**src/hw/rtl/cartesian_to_spherical_assert.svh**
```systemverilog
// ---------------------------------------------------------------------------
// Cartesian to spherical assertion macros
// Short forms for the concurrent checks of the conversion pipeline.
// ---------------------------------------------------------------------------
`ifndef CARTESIAN_TO_SPHERICAL_ASSERT_SVH
`define CARTESIAN_TO_SPHERICAL_ASSERT_SVH

// The consequent must hold in the same cycle as the antecedent.
`define C2S_ASSERT_IMP(label, clk, rst, ante, cons) \
   label: assert property (@(posedge clk) disable iff (rst) (ante) |-> (cons)) \
      else $error("cartesian_to_spherical check failed");

// The consequent must hold in the cycle after the antecedent.
`define C2S_ASSERT_NEXT(label, clk, rst, ante, cons) \
   label: assert property (@(posedge clk) disable iff (rst) (ante) |=> (cons)) \
      else $error("cartesian_to_spherical check failed");

`endif

```
**src/hw/rtl/c2s_pkg.sv**
```systemverilog
`timescale 1ns / 1ps
// ---------------------------------------------------------------------------
// Cartesian to spherical package
// Widths, angle constants, the CORDIC arctangent table and the sideband
// word that travels with each position through the pipeline.
// ---------------------------------------------------------------------------
package c2s_pkg;

   // Fraction bits of positions and angles; the port widths are sized for it.
   localparam int FRAC_BITS = 16;

   localparam int POS_W    = 24;
   localparam int HEIGHT_W = 21;
   localparam int AZ_W     = 19;
   localparam int EL_W     = 18;
   localparam int SQ_W     = 48;
   localparam int ROOT_W   = 24;
   localparam int REM_W    = 25;
   localparam int CW       = 60;
   localparam int ACC_W    = 36;
   localparam int SCALE_SH = 32;
   localparam int EXT_W    = 26;

   localparam longint PI_Q30      = 64'sd3373259426;
   localparam longint HALF_PI_Q30 = 64'sd1686629713;

   localparam logic signed [EXT_W-1:0] POS_MAX = 26'sd8388607;
   localparam logic signed [EXT_W-1:0] POS_MIN = -26'sd8388608;

   // Sideband word carried alongside the square root and CORDIC stages.
   typedef struct packed {
      logic signed [POS_W:0]   ax;
      logic signed [POS_W:0]   ay;
      logic                    x_neg;
      logic                    y_neg;
      logic signed [POS_W-1:0] pos_z;
      logic signed [POS_W-1:0] raised_z;
      logic                    h_zero;
      logic                    zero;
      logic [ROOT_W-1:0]       distance;
      logic [ROOT_W-1:0]       horizontal;
   } side_type;

   // atan(2^-i) in Q30, truncated.
   function automatic logic signed [ACC_W-1:0] atan_q30(input int idx);
      logic signed [ACC_W-1:0] val;
      unique case (idx)
         0:  val = 36'sd843314856;
         1:  val = 36'sd497837829;
         2:  val = 36'sd263043836;
         3:  val = 36'sd133525158;
         4:  val = 36'sd67021686;
         5:  val = 36'sd33543515;
         6:  val = 36'sd16775850;
         7:  val = 36'sd8388437;
         8:  val = 36'sd4194282;
         9:  val = 36'sd2097149;
         10: val = 36'sd1048575;
         11: val = 36'sd524287;
         12: val = 36'sd262143;
         13: val = 36'sd131071;
         14: val = 36'sd65535;
         15: val = 36'sd32767;
         16: val = 36'sd16383;
         17: val = 36'sd8191;
         18: val = 36'sd4095;
         19: val = 36'sd2047;
         20: val = 36'sd1023;
         21: val = 36'sd511;
         22: val = 36'sd255;
         23: val = 36'sd127;
         24: val = 36'sd63;
         25: val = 36'sd31;
         26: val = 36'sd15;
         27: val = 36'sd7;
         28: val = 36'sd3;
         29: val = 36'sd1;
         default: val = '0;
      endcase
      return val;
   endfunction

endpackage

```
**src/hw/rtl/c2s_sqrt_stage.sv**
```systemverilog
`timescale 1ns / 1ps
// ---------------------------------------------------------------------------
// Square root digit step
// One restoring step of the integer square root: takes the next two
// radicand bits and decides one root bit.
// ---------------------------------------------------------------------------
module c2s_sqrt_stage
   import c2s_pkg::*;
(
   input  logic [REM_W-1:0]  rem_in,
   input  logic [ROOT_W-1:0] root_in,
   input  logic [SQ_W-1:0]   rad_in,
   output logic [REM_W-1:0]  rem_out,
   output logic [ROOT_W-1:0] root_out,
   output logic [SQ_W-1:0]   rad_out
);

   logic [REM_W+1:0] rem_shift;
   logic [REM_W+1:0] trial;
   logic [REM_W+1:0] diff;

   // Bring down the next bit pair and form the trial subtrahend.
   assign rem_shift = {rem_in, rad_in[SQ_W-1:SQ_W-2]};
   assign trial     = {1'b0, root_in, 2'b01};
   assign diff      = rem_shift - trial;

   // Keep the difference when the trial fits, and set the root bit.
   always_comb begin
      if (rem_shift >= trial) begin
         rem_out  = diff[REM_W-1:0];
         root_out = {root_in[ROOT_W-2:0], 1'b1};
      end else begin
         rem_out  = rem_shift[REM_W-1:0];
         root_out = {root_in[ROOT_W-2:0], 1'b0};
      end
   end

   assign rad_out = {rad_in[SQ_W-3:0], 2'b00};

endmodule

```
**config.mk**
```make
export PLATFORM = sky130hd
export DESIGN_NAME = c2s_sqrt_stage
export DESIGN_NICKNAME = d
export VERILOG_FILES = /design/src/hw/rtl/cartesian_to_spherical_assert.svh /design/src/hw/rtl/c2s_pkg.sv /design/src/hw/rtl/c2s_sqrt_stage.sv
export SDC_FILE = /design/constraint.sdc
export NUM_CORES = 1
export LEC_CHECK = 0
export ABC_AREA = 0
export BUFFER_PORTS_ARGS = -buffer_cell sky130_fd_sc_hd__buf_2
export CAP_MARGIN = 15
export CORE_MARGIN = 2
export CORE_UTILIZATION = 30
export DETAILED_ROUTE_END_ITERATION = 12
export GPL_TIMING_DRIVEN = 0
export MAX_ROUTING_LAYER = met4
export PLACE_DENSITY_LB_ADDON = 0.1
export SYNTH_ARGS = -nofsm -noshare
export SYNTH_HDL_FRONTEND = slang
export SYNTH_SLANG_ARGS = --single-unit
```
**constraint.sdc**
```tcl
create_clock -name vclk -period 6.94
set_input_delay 0 -clock vclk [all_inputs]
set_output_delay 0 -clock vclk [all_outputs]
set_load 0.005 [all_outputs]
```
=== Yosys cells after proc, flatten, opt, wreduce, memory -nomap -nowiden ===
Index checks and enable logic that the tools add are counted.

* Add/subtract/negate cells: 1
* Mux-type cells: 2
* Magnitude comparators: 1

{| class="wikitable"
|+ Operator list
! operator !! count
|-
| >= comparator 27 x 26 -> 1 bit || 1
|-
| two-way mux 25 bit || 1
|-
| subtractor 25 bit || 1
|-
| two-way mux 1 bit || 1
|}

* Output and inout port bits: 97
* Word-level logic and storage cells: 4
* Register bits: 0

=== Longest topological paths before layout ===
Gate-level depths: netlist of run 1.

* Depth after elaboration: 2
* Gate-level depth with buffers: 12
* Depth with buffers taken out: 10

=== Worst setup path after synthesis of run 1 ===
No wires, ideal clock.

* Path type: input -> output
* Start point: input root_in[7]
* End point: output rem_out[10]
* Buffers on the path: 2
* Arrival time: 2.310 ns
* Required time: 6.940 ns
* Cell stages on the path: 12
* Path slack: 4.630 ns
* Cell sequence: inv_1 > ha_1 > buf_6 > and3_1 > a221o_1 > a221oi_2 > o31a_2 > o21ai_2 > a31oi_4 > inv_2 > buf_6 > mux2_4

* Word-level cells in the longest chain between the ends: 2
* Elaborated cells on any way between the ends: 3

{| class="wikitable"
|+ Ends and longest elaborated chain
! item !! RTL line !! text
|-
| start, declared || c2s_sqrt_stage.sv:11 || <nowiki>input logic [ROOT_W-1:0] root_in,</nowiki>
|-
| subtractor 25 bit or >= comparator 27 x 26 -> 1 bit (tied branches) || c2s_sqrt_stage.sv:25, c2s_sqrt_stage.sv:29 ||
|-
| two-way mux 25 bit * || c2s_sqrt_stage.sv:29 || <nowiki>if (rem_shift >= trial) begin</nowiki>
|-
| end, declared || c2s_sqrt_stage.sv:13 || <nowiki>output logic [REM_W-1:0] rem_out,</nowiki>
|}

Mark *: on every way between the ends. The rest lies on a longest branch, timed or not.

=== Worst setup path after layout of run 1 ===
* Start point: input root_in[0]
* End point: output rem_out[11]

The elaborated chain is that of the path after synthesis.

==> results of run 1 <==
[placed cells by master (no fill, tap or decap), drive strengths merged, types with 3 or more instances in the layout]
cell type and count:
o31ai 3, inv 31, o21ai 9, and3 4
o21a 5, a21o 15, xnor2 13, nand4 5
nor3 3, clkbuf 8, a21oi 16, mux2 20
a2111oi 3, o21bai 3, nand2 12, mux2i 3
ha 26, and2 4, nand3 3, a211oi 3
a31oi 6, buf 220, nor2 8, a21boi 3
xor2 6
[kinds of logic (layout without fill, tap and decap cells)]
| logic type | count (synthesis) | in the layout | share of synthesized area [%] |
|---|---|---|---|
| buffers and inverters | 113 | 259 | 29.8 |
| adders and majority gates | 26 | 26 | 13.6 |
| and+or+nand+nor | 51 | 51 | 11.2 |
| xor gates and xnor gates | 19 | 19 | 6.95 |
| other | 1 | 2 | 0.157 |
| muxes | 23 | 23 | 13.3 |
| AOI/OAI and AO/OA | 81 | 81 | 25.0 |
[worst max-delay path, delay by kind of cell]
kind | cells | cell delay, ns
muxes | 1 | 0.31
buffers and inverters | 5 | 0.59
AOI/OAI and AO/OA | 6 | 1.63
adders and majority gates | 1 | 0.32
[metal layers]
layer	global-route usage [%]	vias up	share of wire (%)
met2	23.1	105	47
met3	0.483	0	7.0
met5	-	-	0
li1	-	1330	-
met4	0.123	0	0
met1	17.0	1081	46
[final cells by class]
| type | instances | area (um^2) |
|---|---|---|
| Fill cell | 813 | 4470 |
| Multi-Input combinational cell | 202 | 1690 |
| Timing Repair Buffer | 146 | 731 |
| Buffer | 82 | 597 |
| Tap cell | 102 | 128 |
| Inverter | 31 | 116 |
[worst paths after layout]
path / endpoint
worst max-delay path: rem_out[11]
worst min-delay path: rad_out[35]
[synthesized netlist by cell type (4+ instances only)]
library cell	instances	area, um^2
o21a_1	5	37.5
xor2_1	6	52.6
clkbuf_1	8	30.0
nor2_1	8	30.0
a31oi_1	5	31.3
o21ai_0	8	40.0
and3_1	4	25.0
nand2_1	12	45.0
a21oi_1	16	80.1
buf_4	71	533
nand4_1	5	31.3
a21o_1	15	113
inv_1	30	113
mux2_4	17	255
ha_1	26	325
xnor2_1	13	114
[where the power goes]
group	internal, mW	leakage [nW]	switching [mW]
Combinational	0.163	1.93	0.127
Sequential	0	0	0
Clock	0	0	0
==> results.md, run 1 <==
* Starting Density at between 30% and 40%
* Final TNS setup at 0 ns
* Critical path required time at about 6.9 ns
* Antenna violations before repair at 0
* Routed vias at about 2500
* Worst Path Arrival at around 2.9 ns
* Slowest-stage cell, CP: a211oi_2
* CTS Hold Buffers Added at 0
* Worst path max stage delay at about 0.5 ns
* Die extent in y at slightly above 90 um
* Leak at about 1.9 nW
* Drt pass-1 iters at 4
* Final Instance Area at about 0.0033 mm^2
* CP dominant cell by count: buf_2
* RSZ-0062 raised after global routing: false
* 1st-iter DRT viols at 60
* Clock buf count at 0
* N_diodes at 0
* Mapped Area at around 0.0024 mm^2
* Fmax at between 300 and 400 MHz
* DR DRC count at 0
* Post-CTS setup buffers at 0
* # port buffers at 146
* Hold depth at 2
* Max_cap viols at 0
* Placed cells at roughly 560
* Crit path launch: root_in[0]
* Cell row count at 32
* Sequential share of the synthesized area at 0%
* Die span in x at around 93 um
* CP startpoint kind: primary input
* Routed WL per cell at ~11 um
* Area Growth Syn to Fin at 36.0%
* GRT overflow at 0
* Design Power at 290 uW
* Ports at slightly below 200
* Critical Path End Type: output pin
* Largest net degree at the start of global routing at 11
* Count of different cell masters after synthesis at 53
* Status: complete, no violations
* Vias in the first global route at 2272
* Final wirelength at just over 6000 um
* First-pass GRT wire length at ~9400 um
* Worst hold slack at between 0.15 and 0.2 ns
* GPL Wtd Cong at a little under 0.8
* Crit-path max FO at 10
* DR vias/cell at between 4 and 5
* Worst-margin pin slew at 0.550 ns
* Worst Slack Setup Final at slightly above 4 ns
* CP Cell Sequence: buf_2 -> inv_1 -> ha_1 -> o21ai_0 -> a211oi_2 -> a221oi_2 -> o31a_2 -> o21ai_2 -> a31oi_4 -> inv_2 -> buf_6 -> mux2_4 -> buf_2
* Register area at 0 um^2
* # setup viols final at 0
* Post-route antenna net violation count at 0
* Placement Cell Area at 0.00326 mm^2
* Tcrit/Tclk final at roughly two fifths
* Worst min-delay path category: primary input to output pin
* Synth warnings at 0
* Final std cells w/o fill at around 560
* Rel. slew slack at between 60% and 70%
* Hold_sp: rad_in[33]
* Final net count at a little under 600
* Final Critical Period at about 2.8 ns
* Fraction of layout cells with a size suffix above 1 at between 50% and 60%
* Maximum VDD drop at 30.8 uV
* Worst slack at placement at about 4 ns
* Post-CTS sizing at 0
* Setup CP Type: primary input to output pin
* Gr usage total at around an eighth
* Final Max Slew Viols at 0
* Final Core Density at approximately 42%
* Die Footprint at between 0.008 and 0.009 mm^2
* Cell count after synthesis at approximately 310
* PD cells at roughly 90 mW/mm^2
* Core region area at between 0.007 and 0.008 mm^2
* Syn Area/Cell at approximately 7.6 um^2
* HPWL Detailed at roughly 5400 um
* Sequential cell count at 0
* Hold Fails Final Rpt at 0
(Power assumes the default switching activity.)
==> inputs of run 2 (changes only) <==
==> constraint.sdc (replaced) <==
create_clock -name vclk -period 2.3
set_input_delay 0 -clock vclk [all_inputs]
set_output_delay 0 -clock vclk [all_outputs]
set_load 0.005 [all_outputs]
==> run 2 against run 1 <==
  * The flow now finishes with violations (negative setup slack)
  * Die area stayed put
  * Total power grew to 3.6 times the previous value
  * Global-route usage is 1.3 points higher
  * Setup slack worse by 4.2 ns
  * Routed wire length is 7.2% higher
  * Sequential share of layout area stayed put
  * Design area is 12% higher
  * Count of clock-buffer cells in the layout stayed put
  * First-iteration DRC count is 13% higher
  * Non-clock buffer count is 13 higher
  * Critical endpoint is now rem_out[21]
  * Highest routed layer is now met4
==> results.md, run 2 (synthesis gave the netlist of run 1 again) <==
* Violated checks: negative setup slack
* First-pass GRT wire length at 10300 um (+9.1%)
* RSZ-0062 raised after global routing: true
* Commonest cells after routing, fill and taps aside: 130 x buf_2, 86 x buf_4, 28 x inv_1
* Tcrit/Tclk final at 106%
* Design Power at 1.06 mW (+260%)
* Max_cap viols at 0 (unchanged)
* Worst Slack Setup Final at -0.129 ns (-4.22 ns)
* Cell row count at 32 (unchanged)
* Drt pass-1 iters at 6 (+2)
* Most common cell after layout, fill and taps aside: buf_2
* Critical Path End Type: output pin
* DR DRC count at 0 (unchanged)
* Rel. slew slack at 65.4% (+2.2 points)
* 1st-iter DRT viols at 68 (+13%)
* CP startpoint kind: primary input
* Die Footprint at 0.00871 mm^2 (unchanged)
* Antenna violations before repair at 0 (unchanged)
* # setup viols final at 22 (+22)
* Final net count at 599 (+2.2%)
* Worst-margin pin slew at 0.516 ns (-0.0338 ns)
* Worst Path Arrival at 2.43 ns (-0.42 ns)
* Status: complete, but fails checks
* Crit path buffers/inverters at 6 (+1)
* Hold Path Sink: rad_out[10]
* Fmax at roughly 410 MHz
* CP dominant cell by count: buf_6
* Post-route antenna net violation count at 0 (unchanged)
* Hold depth at 2 (unchanged)
* Hold_sp: rad_in[8]
* Final Max Slew Viols at 0 (unchanged)
* CP Cell Sequence: buf_6 -> inv_4 -> ha_4 -> buf_6 -> and3_4 -> a221o_1 -> a221oi_4 -> o31a_2 -> o21ai_4 -> a31oi_4 -> inv_4 -> buf_12 -> mux2_4 -> buf_6
* Sequential cell count at 0 (unchanged)
* Slowest-stage cell, CP: a221o_1
* GPL Wtd Cong at 0.778 (about the same)
* Largest net degree at the start of global routing at 11 (unchanged)
* HPWL Detailed at 5310 um (-1.9%)
* Ports at 194 (unchanged)
* Routed vias at 2588 (+2.9%)
* Gr usage total at 14.1% (+1.3 points)
* Setup CP Type: primary input to output pin
* Die extent in y at 93.3 um (unchanged)
* Core region area at 0.00773 mm^2 (unchanged)
* Register area at 0 um^2 (unchanged)
* Placed cells at 563 (unchanged)
* Final Critical Period at between 2 and 2.5 ns
* Clock buf count at 0 (unchanged)
* Critical path required time at 2.30 ns (-4.64 ns)
* Maximum VDD drop at 129 uV (+320%)
* Hold Fails Final Rpt at 0 (unchanged)
* Starting Density at 31.0% (unchanged)
* Leak at 2.05 nW (+6.5%)
* Area Growth Syn to Fin at 52.6%
* Die span in x at 93.3 um (unchanged)
* Routed WL per cell at 11.3 um (+4.8%)
* Crit-path max FO at 10 (unchanged)
* Worst min-delay path category: primary input to output pin
* Vias in the first global route at 2291 (+0.84%)
* Final std cells w/o fill at 576 (+2.3%)
* Worst path max stage delay at 0.35 ns (-0.16 ns)
* PD cells at 289 mW/mm^2 (+220%)
* GRT overflow at 0 (unchanged)
* Final wirelength at 6500 um (+7.2%)
* Fraction of layout cells with a size suffix above 1 at 59.5% (+5.5 points)
* CP delay by family, top: compound AO/OA/AOI/OAI gates
* CTS Hold Buffers Added at 0 (unchanged)
* # port buffers at 146 (unchanged)
* N_diodes at 0 (unchanged)
* DR vias/cell at 4.49 (+0.54%)
==> run 2: metrics by stage <==
stage          area (um^2)  worst slack, ns  hold slack [ns]  TNS (ns)  util (%)
2_1_floorplan         2400           0.0124           0.0600         0         -
3_3_place_gp          3260           -0.554            0.167    -11.92      42.1
3_5_place_dp          3260           -0.552            0.166    -11.93      42.1
4_1_cts               3630           -0.134            0.166     -2.34      47.0
5_1_grt               3650           -0.225            0.169     -4.39      47.3
6_report              3650           -0.129            0.165     -2.29      47.3
==> run 2: worst max-delay path by stage <==
stage                     startpoint          end  slack (ns)  depth (start not counted)
after floorplan           root_in[7]  rem_out[10]        0.01                         12
after global placement    root_in[0]  rem_out[10]       -0.55                         13
after detailed placement  root_in[0]   rem_out[9]       -0.55                         13
after CTS                 root_in[7]  rem_out[18]       -0.13                         14
after global routing      root_in[7]  rem_out[16]       -0.22                         14
final                     root_in[7]  rem_out[21]       -0.13                         14
==> run 2: layer usage <==
metal,share of wire [%],GRT usage [%],up-vias
met5,0,-,-
met4,0.32,0.490,0
met3,6.5,0.322,2
met2,47,24.0,107
met1,46,19.9,1120
li1,-,-,1359
==> run 2: what timing repair did <==
action / 4_1_cts / 5_1_grt
gates resized for setup: 48 / 4
setup endpoints to repair: 26 / 24
pin swaps: 5 / 2
setup buffers: 12 / 3
cloned: 1 / 0
==> run 2: area by class of cell <==
class,instances,area (um^2)
well taps,102,128
plain buffers,79,603
inverters,31,124
fillers,803,4070
repair buffers,162,971
multi-input cells,202,1830
==> run 2: report_power, final <==
| part | leakage (nW) | switching (mW) | internal (mW) |
|---|---|---|---|
| Clock | 0 | 0 | 0 |
| Sequential | 0 | 0 | 0 |
| Combinational | 2.05 | 0.432 | 0.625 |
| Total | 2.05 | 0.432 | 0.625 |
